$ cat src/rtl/vpp_pkg.sv
`timescale 1ns / 1ps
package vpp_pkg;

  typedef enum logic [1:0] {
    MODE_DATA     = 2'd0,
    MODE_HDR_ONLY = 2'd1,
    MODE_ABORT    = 2'd2
  } mode_e;

  // index of the last beat of a queued entry (0..2)
  typedef logic [1:0] beat_t;

  typedef struct packed {
    beat_t       last_idx;
    logic [7:0]  hdr2;
    logic [7:0]  data;
    logic        pend;
    logic        fend;
    logic [31:0] sum;
    logic        ok;
  } cmd_t;

  localparam logic [9:0] LIMIT_RESET = 10'd1022;

  localparam logic [7:0] HDR_LEN = 8'h02;
  localparam logic [7:0] HDR_FID = 8'h01;
  localparam logic [7:0] HDR_EOF = 8'h02;
  localparam logic [7:0] HDR_EOH = 8'h80;

  localparam logic [7:0] MARK_FF  = 8'hFF;
  localparam logic [7:0] MARK_SOI = 8'hD8;
  localparam logic [7:0] MARK_EOI = 8'hD9;

  localparam int unsigned QDEPTH = 2;
  localparam int unsigned QAW    = 1;
  localparam int unsigned QCW    = 2;

endpackage

$ cat src/rtl/vpp_front.sv
`timescale 1ns / 1ps
module vpp_front #(
  parameter int unsigned MAX_PACKET_BYTES  = 1024,
  parameter int unsigned FRAME_LENGTH_BITS = 24
) (
  input  logic                 clk_i,
  input  logic                 rst_ni,
  input  logic                 in_valid_i,
  output logic                 in_stall_o,
  input  logic [1:0]           mode_i,
  input  logic [7:0]           data_byte_i,
  input  logic [23:0]          frame_bytes_i,
  input  logic                 cfg_we_i,
  input  logic [9:0]           cfg_wdata_i,
  input  logic                 q_full_i,
  output logic                 push_o,
  output vpp_pkg::cmd_t        cmd_o
);

  localparam int unsigned FLB    = FRAME_LENGTH_BITS;
  localparam int unsigned PW     = $clog2(MAX_PACKET_BYTES - 1);
  localparam int unsigned LIMMAX = MAX_PACKET_BYTES - 2;

  logic [9:0]     lim_q;
  logic [FLB-1:0] len_q, len_d;
  logic [FLB-1:0] rem_q, rem_d;
  logic           fid_q, fid_d;
  logic [PW-1:0]  pleft_q, pleft_d;
  logic           final_q, final_d;
  logic [31:0]    sum_q, sum_d;
  logic           smk_q, smk_d;
  logic [15:0]    tail_q, tail_d;
  logic [1:0]     off_q, off_d;

  vpp_pkg::mode_e mode;
  logic           accept;
  logic [31:0]    fb_ext;
  logic [FLB-1:0] fl;
  logic           loaded;
  logic [FLB-1:0] cur_len, cur_rem;
  logic           cur_fid;
  logic [31:0]    lim32, rem32, plen32;
  logic           new_pkt;
  logic [PW-1:0]  pl_cur;
  logic           fin_cur;
  logic           pend, fend, ok;
  logic [31:0]    sum_nxt;
  logic           smk_nxt;
  logic [15:0]    tail_nxt;

  assign mode       = vpp_pkg::mode_e'(mode_i);
  assign in_stall_o = q_full_i;
  assign accept     = in_valid_i && !q_full_i;

  assign fb_ext  = {8'd0, frame_bytes_i};
  assign fl      = fb_ext[FLB-1:0];
  assign loaded  = (len_q != '0);
  assign cur_len = loaded ? len_q : fl;
  assign cur_rem = loaded ? rem_q : fl;
  assign cur_fid = loaded ? fid_q : ~fid_q;

  always_comb begin
    if (lim_q == 10'd0) begin
      lim32 = 32'd1;
    end else if (32'(lim_q) > 32'(LIMMAX)) begin
      lim32 = 32'(LIMMAX);
    end else begin
      lim32 = 32'(lim_q);
    end
  end

  assign rem32   = 32'(cur_rem);
  assign plen32  = (rem32 < lim32) ? rem32 : lim32;
  assign new_pkt = (pleft_q == '0);
  assign pl_cur  = new_pkt ? plen32[PW-1:0] : pleft_q;
  assign fin_cur = new_pkt ? (plen32 == rem32) : final_q;
  assign pend    = (pl_cur == PW'(1));
  assign fend    = pend && fin_cur;

  assign sum_nxt  = sum_q + 32'(data_byte_i);
  assign tail_nxt = {tail_q[7:0], data_byte_i};

  always_comb begin
    case (off_q)
      2'd0:    smk_nxt = (data_byte_i == vpp_pkg::MARK_FF);
      2'd1:    smk_nxt = smk_q && (data_byte_i == vpp_pkg::MARK_SOI);
      default: smk_nxt = smk_q;
    endcase
  end

  assign ok = (32'(cur_len) >= 32'd4) && smk_nxt &&
              (tail_nxt == {vpp_pkg::MARK_FF, vpp_pkg::MARK_EOI});

  always_comb begin
    len_d   = len_q;
    rem_d   = rem_q;
    fid_d   = fid_q;
    pleft_d = pleft_q;
    final_d = final_q;
    sum_d   = sum_q;
    smk_d   = smk_q;
    tail_d  = tail_q;
    off_d   = off_q;
    push_o  = 1'b0;
    cmd_o   = '0;
    if (accept) begin
      case (mode)
        vpp_pkg::MODE_DATA: begin
          if (loaded || (fl != '0)) begin
            push_o         = 1'b1;
            cmd_o.last_idx = new_pkt ? 2'd2 : 2'd0;
            cmd_o.hdr2     = vpp_pkg::HDR_EOH |
                             (cur_fid ? vpp_pkg::HDR_FID : 8'h00) |
                             (fin_cur ? vpp_pkg::HDR_EOF : 8'h00);
            cmd_o.data     = data_byte_i;
            cmd_o.pend     = pend;
            cmd_o.fend     = fend;
            cmd_o.sum      = fend ? sum_nxt : 32'd0;
            cmd_o.ok       = fend && ok;
            fid_d          = cur_fid;
            if (fend) begin
              len_d   = '0;
              rem_d   = '0;
              pleft_d = '0;
              final_d = 1'b0;
              sum_d   = '0;
              smk_d   = 1'b0;
              tail_d  = '0;
              off_d   = '0;
            end else begin
              len_d   = cur_len;
              rem_d   = cur_rem - FLB'(1);
              pleft_d = pl_cur - PW'(1);
              final_d = fin_cur;
              sum_d   = sum_nxt;
              smk_d   = smk_nxt;
              tail_d  = tail_nxt;
              off_d   = (off_q == 2'd2) ? off_q : off_q + 2'd1;
            end
          end
        end
        vpp_pkg::MODE_HDR_ONLY: begin
          if (new_pkt) begin
            push_o         = 1'b1;
            cmd_o.last_idx = 2'd1;
            cmd_o.pend     = 1'b1;
          end
        end
        vpp_pkg::MODE_ABORT: begin
          len_d   = '0;
          rem_d   = '0;
          pleft_d = '0;
          final_d = 1'b0;
          sum_d   = '0;
          smk_d   = 1'b0;
          tail_d  = '0;
          off_d   = '0;
        end
        default: begin
        end
      endcase
    end
  end

  always_ff @(posedge clk_i or negedge rst_ni) begin
    if (!rst_ni) begin
      lim_q   <= vpp_pkg::LIMIT_RESET;
      len_q   <= '0;
      rem_q   <= '0;
      fid_q   <= 1'b0;
      pleft_q <= '0;
      final_q <= 1'b0;
      sum_q   <= '0;
      smk_q   <= 1'b0;
      tail_q  <= '0;
      off_q   <= '0;
    end else begin
      if (cfg_we_i) begin
        lim_q <= cfg_wdata_i;
      end
      len_q   <= len_d;
      rem_q   <= rem_d;
      fid_q   <= fid_d;
      pleft_q <= pleft_d;
      final_q <= final_d;
      sum_q   <= sum_d;
      smk_q   <= smk_d;
      tail_q  <= tail_d;
      off_q   <= off_d;
    end
  end

endmodule

$ cat src/rtl/vpp_fifo.sv
`timescale 1ns / 1ps
module vpp_fifo (
  input  logic          clk_i,
  input  logic          rst_ni,
  input  logic          push_i,
  input  vpp_pkg::cmd_t wdata_i,
  output logic          full_o,
  input  logic          pop_i,
  output logic          valid_o,
  output vpp_pkg::cmd_t rdata_o
);

  vpp_pkg::cmd_t mem_q [vpp_pkg::QDEPTH];

  logic [vpp_pkg::QAW-1:0] wr_q, rd_q;
  logic [vpp_pkg::QCW-1:0] cnt_q, cnt_d;

  assign full_o  = (cnt_q == vpp_pkg::QCW'(vpp_pkg::QDEPTH));
  assign valid_o = (cnt_q != '0);
  assign rdata_o = mem_q[rd_q];

  always_comb begin
    cnt_d = cnt_q;
    if (push_i && !pop_i) begin
      cnt_d = cnt_q + vpp_pkg::QCW'(1);
    end else if (pop_i && !push_i) begin
      cnt_d = cnt_q - vpp_pkg::QCW'(1);
    end
  end

  always_ff @(posedge clk_i) begin
    if (push_i) begin
      mem_q[wr_q] <= wdata_i;
    end
  end

  always_ff @(posedge clk_i or negedge rst_ni) begin
    if (!rst_ni) begin
      wr_q  <= '0;
      rd_q  <= '0;
      cnt_q <= '0;
    end else begin
      if (push_i) begin
        wr_q <= wr_q + vpp_pkg::QAW'(1);
      end
      if (pop_i) begin
        rd_q <= rd_q + vpp_pkg::QAW'(1);
      end
      cnt_q <= cnt_d;
    end
  end

endmodule

$ cat src/rtl/vpp_back.sv
`timescale 1ns / 1ps
module vpp_back (
  input  logic          clk_i,
  input  logic          rst_ni,
  input  logic          head_valid_i,
  input  vpp_pkg::cmd_t head_i,
  output logic          pop_o,
  output logic          out_valid_o,
  input  logic          out_stall_i,
  output logic [7:0]    out_byte_o,
  output logic          packet_end_o,
  output logic          frame_end_o,
  output logic [31:0]   frame_sum_o,
  output logic          markers_ok_o,
  output logic          run_last_o
);

  logic          ovalid_q, ovalid_d;
  vpp_pkg::beat_t beat_q, beat_d;
  logic          load, is_last;
  logic [7:0]    byte_q, byte_d;
  logic          pend_q, fend_q, ok_q, last_q;
  logic [31:0]   sum_q;

  assign load    = head_valid_i && (!ovalid_q || !out_stall_i);
  assign is_last = (beat_q == head_i.last_idx);
  assign pop_o   = load && is_last;

  always_comb begin
    if (is_last) begin
      byte_d = head_i.data;
    end else if (beat_q == 2'd0) begin
      byte_d = vpp_pkg::HDR_LEN;
    end else begin
      byte_d = head_i.hdr2;
    end
  end

  always_comb begin
    beat_d   = beat_q;
    ovalid_d = ovalid_q;
    if (load) begin
      ovalid_d = 1'b1;
      beat_d   = is_last ? 2'd0 : beat_q + 2'd1;
    end else if (!out_stall_i) begin
      ovalid_d = 1'b0;
    end
  end

  always_ff @(posedge clk_i or negedge rst_ni) begin
    if (!rst_ni) begin
      ovalid_q <= 1'b0;
      beat_q   <= '0;
    end else begin
      ovalid_q <= ovalid_d;
      beat_q   <= beat_d;
    end
  end

  // header beats carry no flags; the entry's flags ride on its last beat
  always_ff @(posedge clk_i) begin
    if (load) begin
      byte_q <= byte_d;
      pend_q <= is_last && head_i.pend;
      fend_q <= is_last && head_i.fend;
      sum_q  <= is_last ? head_i.sum : 32'd0;
      ok_q   <= is_last && head_i.ok;
      last_q <= is_last;
    end
  end

  assign out_valid_o  = ovalid_q;
  assign out_byte_o   = byte_q;
  assign packet_end_o = pend_q;
  assign frame_end_o  = fend_q;
  assign frame_sum_o  = sum_q;
  assign markers_ok_o = ok_q;
  assign run_last_o   = last_q;

endmodule

$ cat src/rtl/video_payload_packetizer.sv
`timescale 1ns / 1ps
// An accepted item is written into the queue, and its first beat then goes to the output register.
// Throughput: one output beat per cycle while out_stall_i is low; a data byte gives 1 beat,
// or 3 when it opens a packet, and a header-only packet gives 2.
// The input takes one item per cycle while the two-entry queue to the beat unit has room.
// Reset (rst_ni low, asynchronous): no frame loaded, frame ID 0, queue and output empty,
// payload limit 1022.
module video_payload_packetizer #(
  parameter int unsigned MAX_PACKET_BYTES  = 1024,
  parameter int unsigned FRAME_LENGTH_BITS = 24
) (
  input  logic        clk_i,
  input  logic        rst_ni,
  input  logic        cfg_we_i,
  input  logic [9:0]  cfg_wdata_i,
  input  logic        in_valid_i,
  output logic        in_stall_o,
  input  logic [1:0]  mode_i,
  input  logic [7:0]  data_byte_i,
  input  logic [23:0] frame_bytes_i,
  output logic        out_valid_o,
  input  logic        out_stall_i,
  output logic [7:0]  out_byte_o,
  output logic        packet_end_o,
  output logic        frame_end_o,
  output logic [31:0] frame_sum_o,
  output logic        markers_ok_o,
  output logic        run_last_o
);

  logic          q_full, q_valid, push, pop;
  vpp_pkg::cmd_t push_cmd, head_cmd;

  vpp_front #(
    .MAX_PACKET_BYTES (MAX_PACKET_BYTES),
    .FRAME_LENGTH_BITS(FRAME_LENGTH_BITS)
  ) u_front (
    .clk_i        (clk_i),
    .rst_ni       (rst_ni),
    .in_valid_i   (in_valid_i),
    .in_stall_o   (in_stall_o),
    .mode_i       (mode_i),
    .data_byte_i  (data_byte_i),
    .frame_bytes_i(frame_bytes_i),
    .cfg_we_i     (cfg_we_i),
    .cfg_wdata_i  (cfg_wdata_i),
    .q_full_i     (q_full),
    .push_o       (push),
    .cmd_o        (push_cmd)
  );

  vpp_fifo u_fifo (
    .clk_i  (clk_i),
    .rst_ni (rst_ni),
    .push_i (push),
    .wdata_i(push_cmd),
    .full_o (q_full),
    .pop_i  (pop),
    .valid_o(q_valid),
    .rdata_o(head_cmd)
  );

  vpp_back u_back (
    .clk_i       (clk_i),
    .rst_ni      (rst_ni),
    .head_valid_i(q_valid),
    .head_i      (head_cmd),
    .pop_o       (pop),
    .out_valid_o (out_valid_o),
    .out_stall_i (out_stall_i),
    .out_byte_o  (out_byte_o),
    .packet_end_o(packet_end_o),
    .frame_end_o (frame_end_o),
    .frame_sum_o (frame_sum_o),
    .markers_ok_o(markers_ok_o),
    .run_last_o  (run_last_o)
  );

endmodule

$ cat config.mk
export PLATFORM = sky130hd
export DESIGN_NAME = video_payload_packetizer
export DESIGN_NICKNAME = d
export VERILOG_FILES = /design/src/rtl/vpp_pkg.sv /design/src/rtl/vpp_front.sv /design/src/rtl/vpp_fifo.sv /design/src/rtl/vpp_back.sv /design/src/rtl/video_payload_packetizer.sv
export SDC_FILE = /design/constraint.sdc
export NUM_CORES = 1
export LEC_CHECK = 0
export BUFFER_PORTS_ARGS = -buffer_cell sky130_fd_sc_hd__clkbuf_2
export CAP_MARGIN = 25
export CELL_PAD_IN_SITES_DETAIL_PLACEMENT = 0
export CELL_PAD_IN_SITES_GLOBAL_PLACEMENT = 1
export CORE_MARGIN = 5
export CORE_UTILIZATION = 45
export DETAILED_ROUTE_END_ITERATION = 6
export HOLD_SLACK_MARGIN = 0.03
export MAX_ROUTING_LAYER = met4
export PLACE_DENSITY_LB_ADDON = 0.1
export SLEW_MARGIN = 20
export SYNTH_ARGS = -nofsm -noshare
export SYNTH_HDL_FRONTEND = slang
export SYNTH_SLANG_ARGS = --single-unit
export TNS_END_PERCENT = 30
$ cat constraint.sdc
create_clock -name clk_i -period 6.34 [get_ports clk_i]
set_input_delay 0 -clock clk_i [delete_from_list [all_inputs] [get_ports clk_i]]
set_output_delay 0 -clock clk_i [all_outputs]
set_load 0.05 [all_outputs]
# Word level (Yosys, flattened, before mapping)
# Memories as Yosys holds them, arrays and structs flattened.
# Cells that the tools add are included.
op_classes:
  n_addsub: 9
  order_cmp: 3
  n_eq_ne: 14
  n_mux: 58
  bitwise: 2
  reduce_logical: 33
ops:
  columns: ["op", "n"]
  rows:
  - ["$mux 24", 7]
  - ["$mux 53", 2]
  - ["$mux 32", 3]
  - ["$pmux 24 s2", 2]
  - ["$pmux 32 s2", 1]
  - ["$mux 10", 5]
  - ["$reduce_bool 24->1", 2]
  - ["$mux 34", 1]
  - ["$add 32x8->32", 1]
  - ["$eq 32x24->1", 1]
  - ["$mux 8", 4]
  - ["$ge 24x3->1 const B", 1]
  - ["$lt 24x10->1", 1]
  - ["$sub 24x1->24 const B", 1]
  - ["$logic_not 10->1", 2]
  - ["$pmux 10 s2", 1]
  - ["$eq 16x16->1 const B", 1]
  - ["$eq 8x8->1 const B", 2]
  - ["$mux 16", 1]
  - ["$mux 2", 8]
  - ["$pmux 8 s2", 1]
  - ["$mux 1", 15]
  - ["$logic_and 1x1->1", 13]
  - ["$eq 10x1->1 const B", 1]
  - ["20 further kinds", 42]
word_totals:
  register_bits: 164
  ramBits: 106
  inputBits: 49
  output_inout_bits: 46
  memories: 1
mem_list:
  columns: ["name", "words", "word_bits", "rd", "rd_ports_with_merged_regs", "write_ports", "line_no", "source"]
  rows:
  - ["u_fifo.mem_q", 2, 53, 1, 0, 1, "vpp_fifo.sv:13", "vpp_pkg::cmd_t mem_q [vpp_pkg::QDEPTH];"]

# Longest topological paths before layout
depth:
  depth_word: 12
  mapped_depth: 23
  ltp_nobuf: 20

# Modules after synthesis
# A second synthesis with hierarchy kept.
hier_totals:
  cells_unflattened: 1224
  area_unflattened_um2: 14228.6
modules_own_cells:
  columns: ["module", "n_inst", "cells_per_inst", "area_per_inst_um2", "seq_area_each_um2"]
  rows:
  - ["vpp_front", 1, 927, 8079.0, 2839.0]
  - ["vpp_fifo", 1, 181, 4264.1, 3283.1]
  - ["vpp_back", 1, 116, 1885.6, 1396.3]

# Worst setup path before layout
# OpenSTA, ideal clock, no wires.
synth_path:
  path_type: "reg-to-reg"
  from: "register u_front.len_q[3]"
  to: "register u_front.sum_q[25]"
  arrival_ns: 4.797
  t_required_ns: 6.261
  setup_slack_ns: 1.463
  stages_incl_launch_ff: 23
  path_buffers: 3
  path_cell_list: "dfrtp_1 nor4_2 nand3_1 clkbuf_1 nor2_4 mux2i_1 inv_1 ha_1 a21o_1 a21o_1 a2111oi_4 o22ai_2 nor2_1 o211ai_1 nor2b_1 ha_1 o2111ai_1 nor4_4 a21oi_2 buf_4 buf_6 nand4_1 mux2i_1"
synth_between:
  elab_chain_len: 10
  elab_cells_between_ends: 15
  cone_classes: "order compare (1); eq/ne (3); mux (7); reduce/logical (4)"
synth_rtl:
  columns: ["element", "line_no", "source"]
  rows:
  - ["from (decl)", "vpp_front.sv:25", "logic [FLB-1:0] len_q, len_d;"]
  - ["from (signal assigned)", "vpp_front.sv:181", "len_q <= len_d;"]
  - ["$reduce_bool 24->1 (*)", "vpp_front.sv:57", "assign loaded = (len_q != '0);"]
  - ["$mux 24", "vpp_front.sv:59", "assign cur_rem = loaded ? rem_q : fl;"]
  - ["$lt 24x10->1", "vpp_front.sv:73", "assign plen32 = (rem32 < lim32) ? rem32 : lim32;"]
  - ["$mux 24", "vpp_front.sv:73", null]
  - ["$eq 32x24->1 or $mux 10 (tied branches)", "vpp_front.sv:76, vpp_front.sv:75", null]
  - ["$mux 1 or $eq 10x1->1 (tied branches)", "vpp_front.sv:76, vpp_front.sv:77", null]
  - ["$logic_and 1x1->1", "vpp_front.sv:78", "assign fend = pend && fin_cur;"]
  - ["$mux 32", "vpp_front.sv:121", "if (fend) begin"]
  - ["$mux 32", "vpp_front.sv:109", "if (loaded || (fl != '0)) begin"]
  - ["$pmux 32 s2", "vpp_front.sv:107", "case (mode)"]
  - ["to (signal assigned)", "vpp_front.sv:186", "sum_q <= sum_d;"]
  - ["to (decl)", "vpp_front.sv:30", "logic [31:0] sum_q, sum_d;"]
# Mark *: on every way between the ends. The rest lies on a longest branch, timed or not. The select of a mux whose other input is x is not followed.
# A chain may end at the register's enable or synchronous reset.

# Final worst setup path
layout_path:
  from: "register u_front.len_q[3]"
  to: "register u_front.rem_q[23]"
layout_between:
  elab_chain_len: 10
  elab_cells_between_ends: 16
  cone_classes: "add/sub (1); order compare (1); eq/ne (3); mux (7); reduce/logical (4)"
layout_rtl:
  columns: ["element", "line_no", "source"]
  rows:
  - ["$reduce_bool 24->1 (*)", "vpp_front.sv:57", null]
  - ["$mux 24", "vpp_front.sv:59", null]
  - ["$lt 24x10->1", "vpp_front.sv:73", null]
  - ["$mux 24", "vpp_front.sv:73", null]
  - ["$eq 32x24->1 or $mux 10 (tied branches)", "vpp_front.sv:76, vpp_front.sv:75", null]
  - ["$mux 1 or $eq 10x1->1 (tied branches)", "vpp_front.sv:76, vpp_front.sv:77", null]
  - ["$logic_and 1x1->1", "vpp_front.sv:78", null]
  - ["$mux 24", "vpp_front.sv:121", null]
  - ["$mux 24", "vpp_front.sv:109", null]
  - ["$pmux 24 s2", "vpp_front.sv:107", null]
  - ["to (signal assigned)", "vpp_front.sv:182", "rem_q <= rem_d;"]
  - ["to (decl)", "vpp_front.sv:26", "logic [FLB-1:0] rem_q, rem_d;"]
# Marked as above.

==> reports/qor.csv <==
stage,metric,value,unit
clock_network,# H-tree levels,1,
clock_network,clock insertion delay at the later pin of the skew report,560,ps
drt,Routed WL,31930,um
global_routing,Total GRT Usage,19.83,%
sta,clk_skew,16.29,ps
sta,max-slew violations,0,
power_and_ir_drop,Power Density,565.4,nW/um^2
global_routing,initial antenna violation count,0,
placed_design,"worst slack, placed",767.2,ps
drt,final routed DRC violation total,0,
floorplan,Initial Utilization,45.57,%
worst_setup_path,Max Fanout on Critical Path,26,
yosys,post-synthesis mux area share,4.382,%
yosys,"area leader, netlist",edfxtp_1,
global_routing,first-pass GRT wire length,52420,um
finish,Fill cells,2569,
floorplan,Core ar.,28700,um^2
finish,nets,1456,
worst_setup_path,crit path DAT,6020,ps
finish,Multi-input gate area,5408,um^2
global_routing,GR Layer Usage met2,32.32,%
worst_setup_path,Required @ worst endpoint,6780,ps
finish,layout cells sized above 1,14.25,%
floorplan,io pins,95,
yosys,largest family of logic cells by synthesized area,simple AND/OR/NAND/NOR gates,
yosys,ys flop type,edfxtp_1,
global_routing,gr busiest metal,met2,
floorplan,Die Area,32570,um^2
power_and_ir_drop,Static Leak,6.333,nW
yosys,Synth Area in XOR/XNOR,4.353,%
yosys,most common library cells after synthesis,"nor2_1 (153), edfxtp_1 (140), dfrtp_1 (111)",
clock_network,Post-CTS Setup Repair Bufs,0,
finish,Reg area,7219,um^2
drt,routed vias,9816,
worst_setup_path,Setup Crit Path Kind,reg2reg,
yosys,"Distinct cells, synth",75,
sta,relative slew slack,36.21,%
yosys,Mapped Area,13080,um^2
finish,area grow syn2layout,19.64,%
worst_setup_path,crit end category,flip-flop,
yosys,fraction of registers with async set or reset after synthesis,46.15,%
sta,Tcrit/Tclk final,88.09,%
drt,drt pass-1 iters,5,
placed_design,Routability Congestion,0.8962,
sta,Least-Margin Pin Slew,953.2,ps
yosys,yosys synthesis warning count,0,
global_routing,grt ovf,0,
sta,RSZ-0062 raised after global routing,no,
sta,final setup margin,755.1,ps
yosys,most common cell in the netlist,nor2_1,
yosys,Synth Area in Compound Gates,13.99,%
yosys,syn_nets,1303,
floorplan,row count,62,
floorplan,die width,180.5,um
outcome,status,"finished, final reports clean",
floorplan,Die H,180.5,um
yosys,number of synthesized flops with an enable pin,140,
clock_network,CTS tree,built,
sta,Final setup viols,0,
placed_design,port buffer count,94,
power_and_ir_drop,Total Power,8.848,mW
drt,Antenna Nets Post-Route,0,
drt,Initial DRC Count,657,
sta,max frequency,179.1,MHz
yosys,Simple-Gate Fraction of Synth Area,15.74,%
worst_setup_path,Worst Setup Start Kind,flip-flop,
placed_design,Detail Placement HPWL,21430,um
yosys,register area share after synthesis,55.19,%
yosys,Syn Area/Cell,10.65,um^2
power_and_ir_drop,VDD IR max,0.5701,mV
yosys,Yosys reg bits,260,
flow_run,total of max-cap violations,0,
yosys,Synth top area share,32.14,%
clock_network,CTS sink count,260,
clock_network,Clock Path Buffers,3,
global_routing,GR Layer Usage met3,2.584,%
global_routing,largest net degree at the start of global routing,65,
yosys,ranking of synthesized cells by area,"edfxtp_1 (32%), dfrtp_1 (21%), nor2_1 (4.4%)",
clock_network,CTS Buf Count,29,
yosys,Post-Synth Adder-Cell Area,2.545,%
global_routing,global routing usage on met1,26.91,%
drt,vias per inst,5.490,
sta,Final Hold Viols,0,
placed_design,Placed Cells,1667,
clock_network,Root Driver,clkbuf_16,
clock_network,clock-pin slew on the worst setup and hold paths,60,ps
sta,Tmin final,5585,ps
hold_path,worst hold path type,in2async,
finish,Antenna diodes,0,
finish,final non-filler cell total,1788,
drt,Avg WL per Cell,17.86,um
yosys,Mapped Cells,1228,
global_routing,number of global-route vias before repair,9649,
sta,Setup TNS,0,ps
-- flip-flops by register name, summed over array words and instances (netlist names), 8 cells and up --
name / cells
u_front.tail_q: 8
u_back.out_byte_o: 8
u_back.frame_sum_o: 32
u_fifo.mem_q: 96
u_front.len_q: 24
u_front.lim_q: 10
u_front.rem_q: 24
u_front.pleft_q: 10
u_front.sum_q: 32
-- logic make-up after synthesis --
kind of cell / Yosys count
AND/OR/NAND/NOR: 421
multiplexers: 57
AO/OA/AOI/OAI: 286
flip-flops: 260
buffers and inverters: 113
XOR/XNOR: 65
adder cells (fa/ha/maj): 26
-- cells in the final DEF (no fill, tap or decap), types with 15 or more instances in the layout --
cell type / n
dlygate4sd3_1: 67
o21ai_0: 66
edfxtp_1: 140
nand2_1: 86
xor2_1: 24
clkbuf_2: 93
nand3_1: 25
inv_1: 49
nor2_1: 152
nor4_1: 29
nor3_1: 31
buf_4: 24
mux2i_1: 55
clkbuf_16: 29
xnor2_1: 41
a21oi_1: 56
and3_1: 16
a31oi_1: 54
ha_1: 25
nand2b_1: 15
nand4_1: 17
dfrtp_1: 110
-- final timing paths --
path / from / end / slack, ps / depth (start not counted)
min in group clk_i: in_valid_i / u_fifo.mem_q[0][34] / 200 / 4
max reg2reg: u_front.len_q[3] / u_front.rem_q[23] / 760 / 19
min reg2reg: u_front.sum_q[8] / u_front.sum_q[8] / 480 / 1
min: rst_ni / u_front.len_q[21] / 130 / 2
max in group asynchronous: rst_ni / u_front.pleft_q[2] / 4890 / 3
max: u_front.len_q[3] / u_front.rem_q[23] / 760 / 19
-- cell type report --
type                       count  area share, %
timing repair buffer         186          8.668
inverter                      49          1.175
clock buffer                  38          4.982
tap                          384          3.071
clock inverter                16          1.407
sequential                   260          46.14
multi-input combinational    855          34.56
-- repair_timing --
action,4_1_cts,5_1_grt
endpoints found under the setup margin,0,0
hold endpoints to repair,135,0
hold buffers,67,0
gates resized for setup,0,0
-- critical path, cell delays in order, from the launching register on --
cell	delay (ps)
dfrtp_1	390
nor4_2	350
nand3_1	490
o21ai_0	540
nand2_1	180
ha_1	340
a211oi_1	330
inv_1	100
o221ai_1	400
a31o_2	280
nand3_1	100
o211ai_1	120
nor2b_1	210
ha_1	170
o2111ai_1	170
nor4_4	340
a21o_1	410
buf_12	230
o21ai_0	110
a22o_1	200
-- routing by layer --
metal | part of all wire (%) | routed length [um]
met5 | 0 | 0
met3 | 3.9 | 1249
met1 | 46 | 14840
met4 | 2.1 | 682
met2 | 47 | 15160
-- where the power goes --
part | switching (mW) | internal (mW)
clock network | 0.678 | 1.07
logic | 3.08 | 1.50
registers | 0.242 | 2.28
total | 4.00 | 4.85
-- through the flow --
stage / hold WS (ps) / cell area [um^2] / utilization, %
2_1_floorplan: -295.6 / 13080 / -
3_3_place_gp: 169.2 / 13980 / 48.70
3_5_place_dp: 176.6 / 13980 / 48.70
4_1_cts: 124.4 / 15650 / 54.52
5_1_grt: 206.4 / 15650 / 54.52
6_report: 128.2 / 15650 / 54.52
No activity file was read; power rests on OpenSTA's default activity.
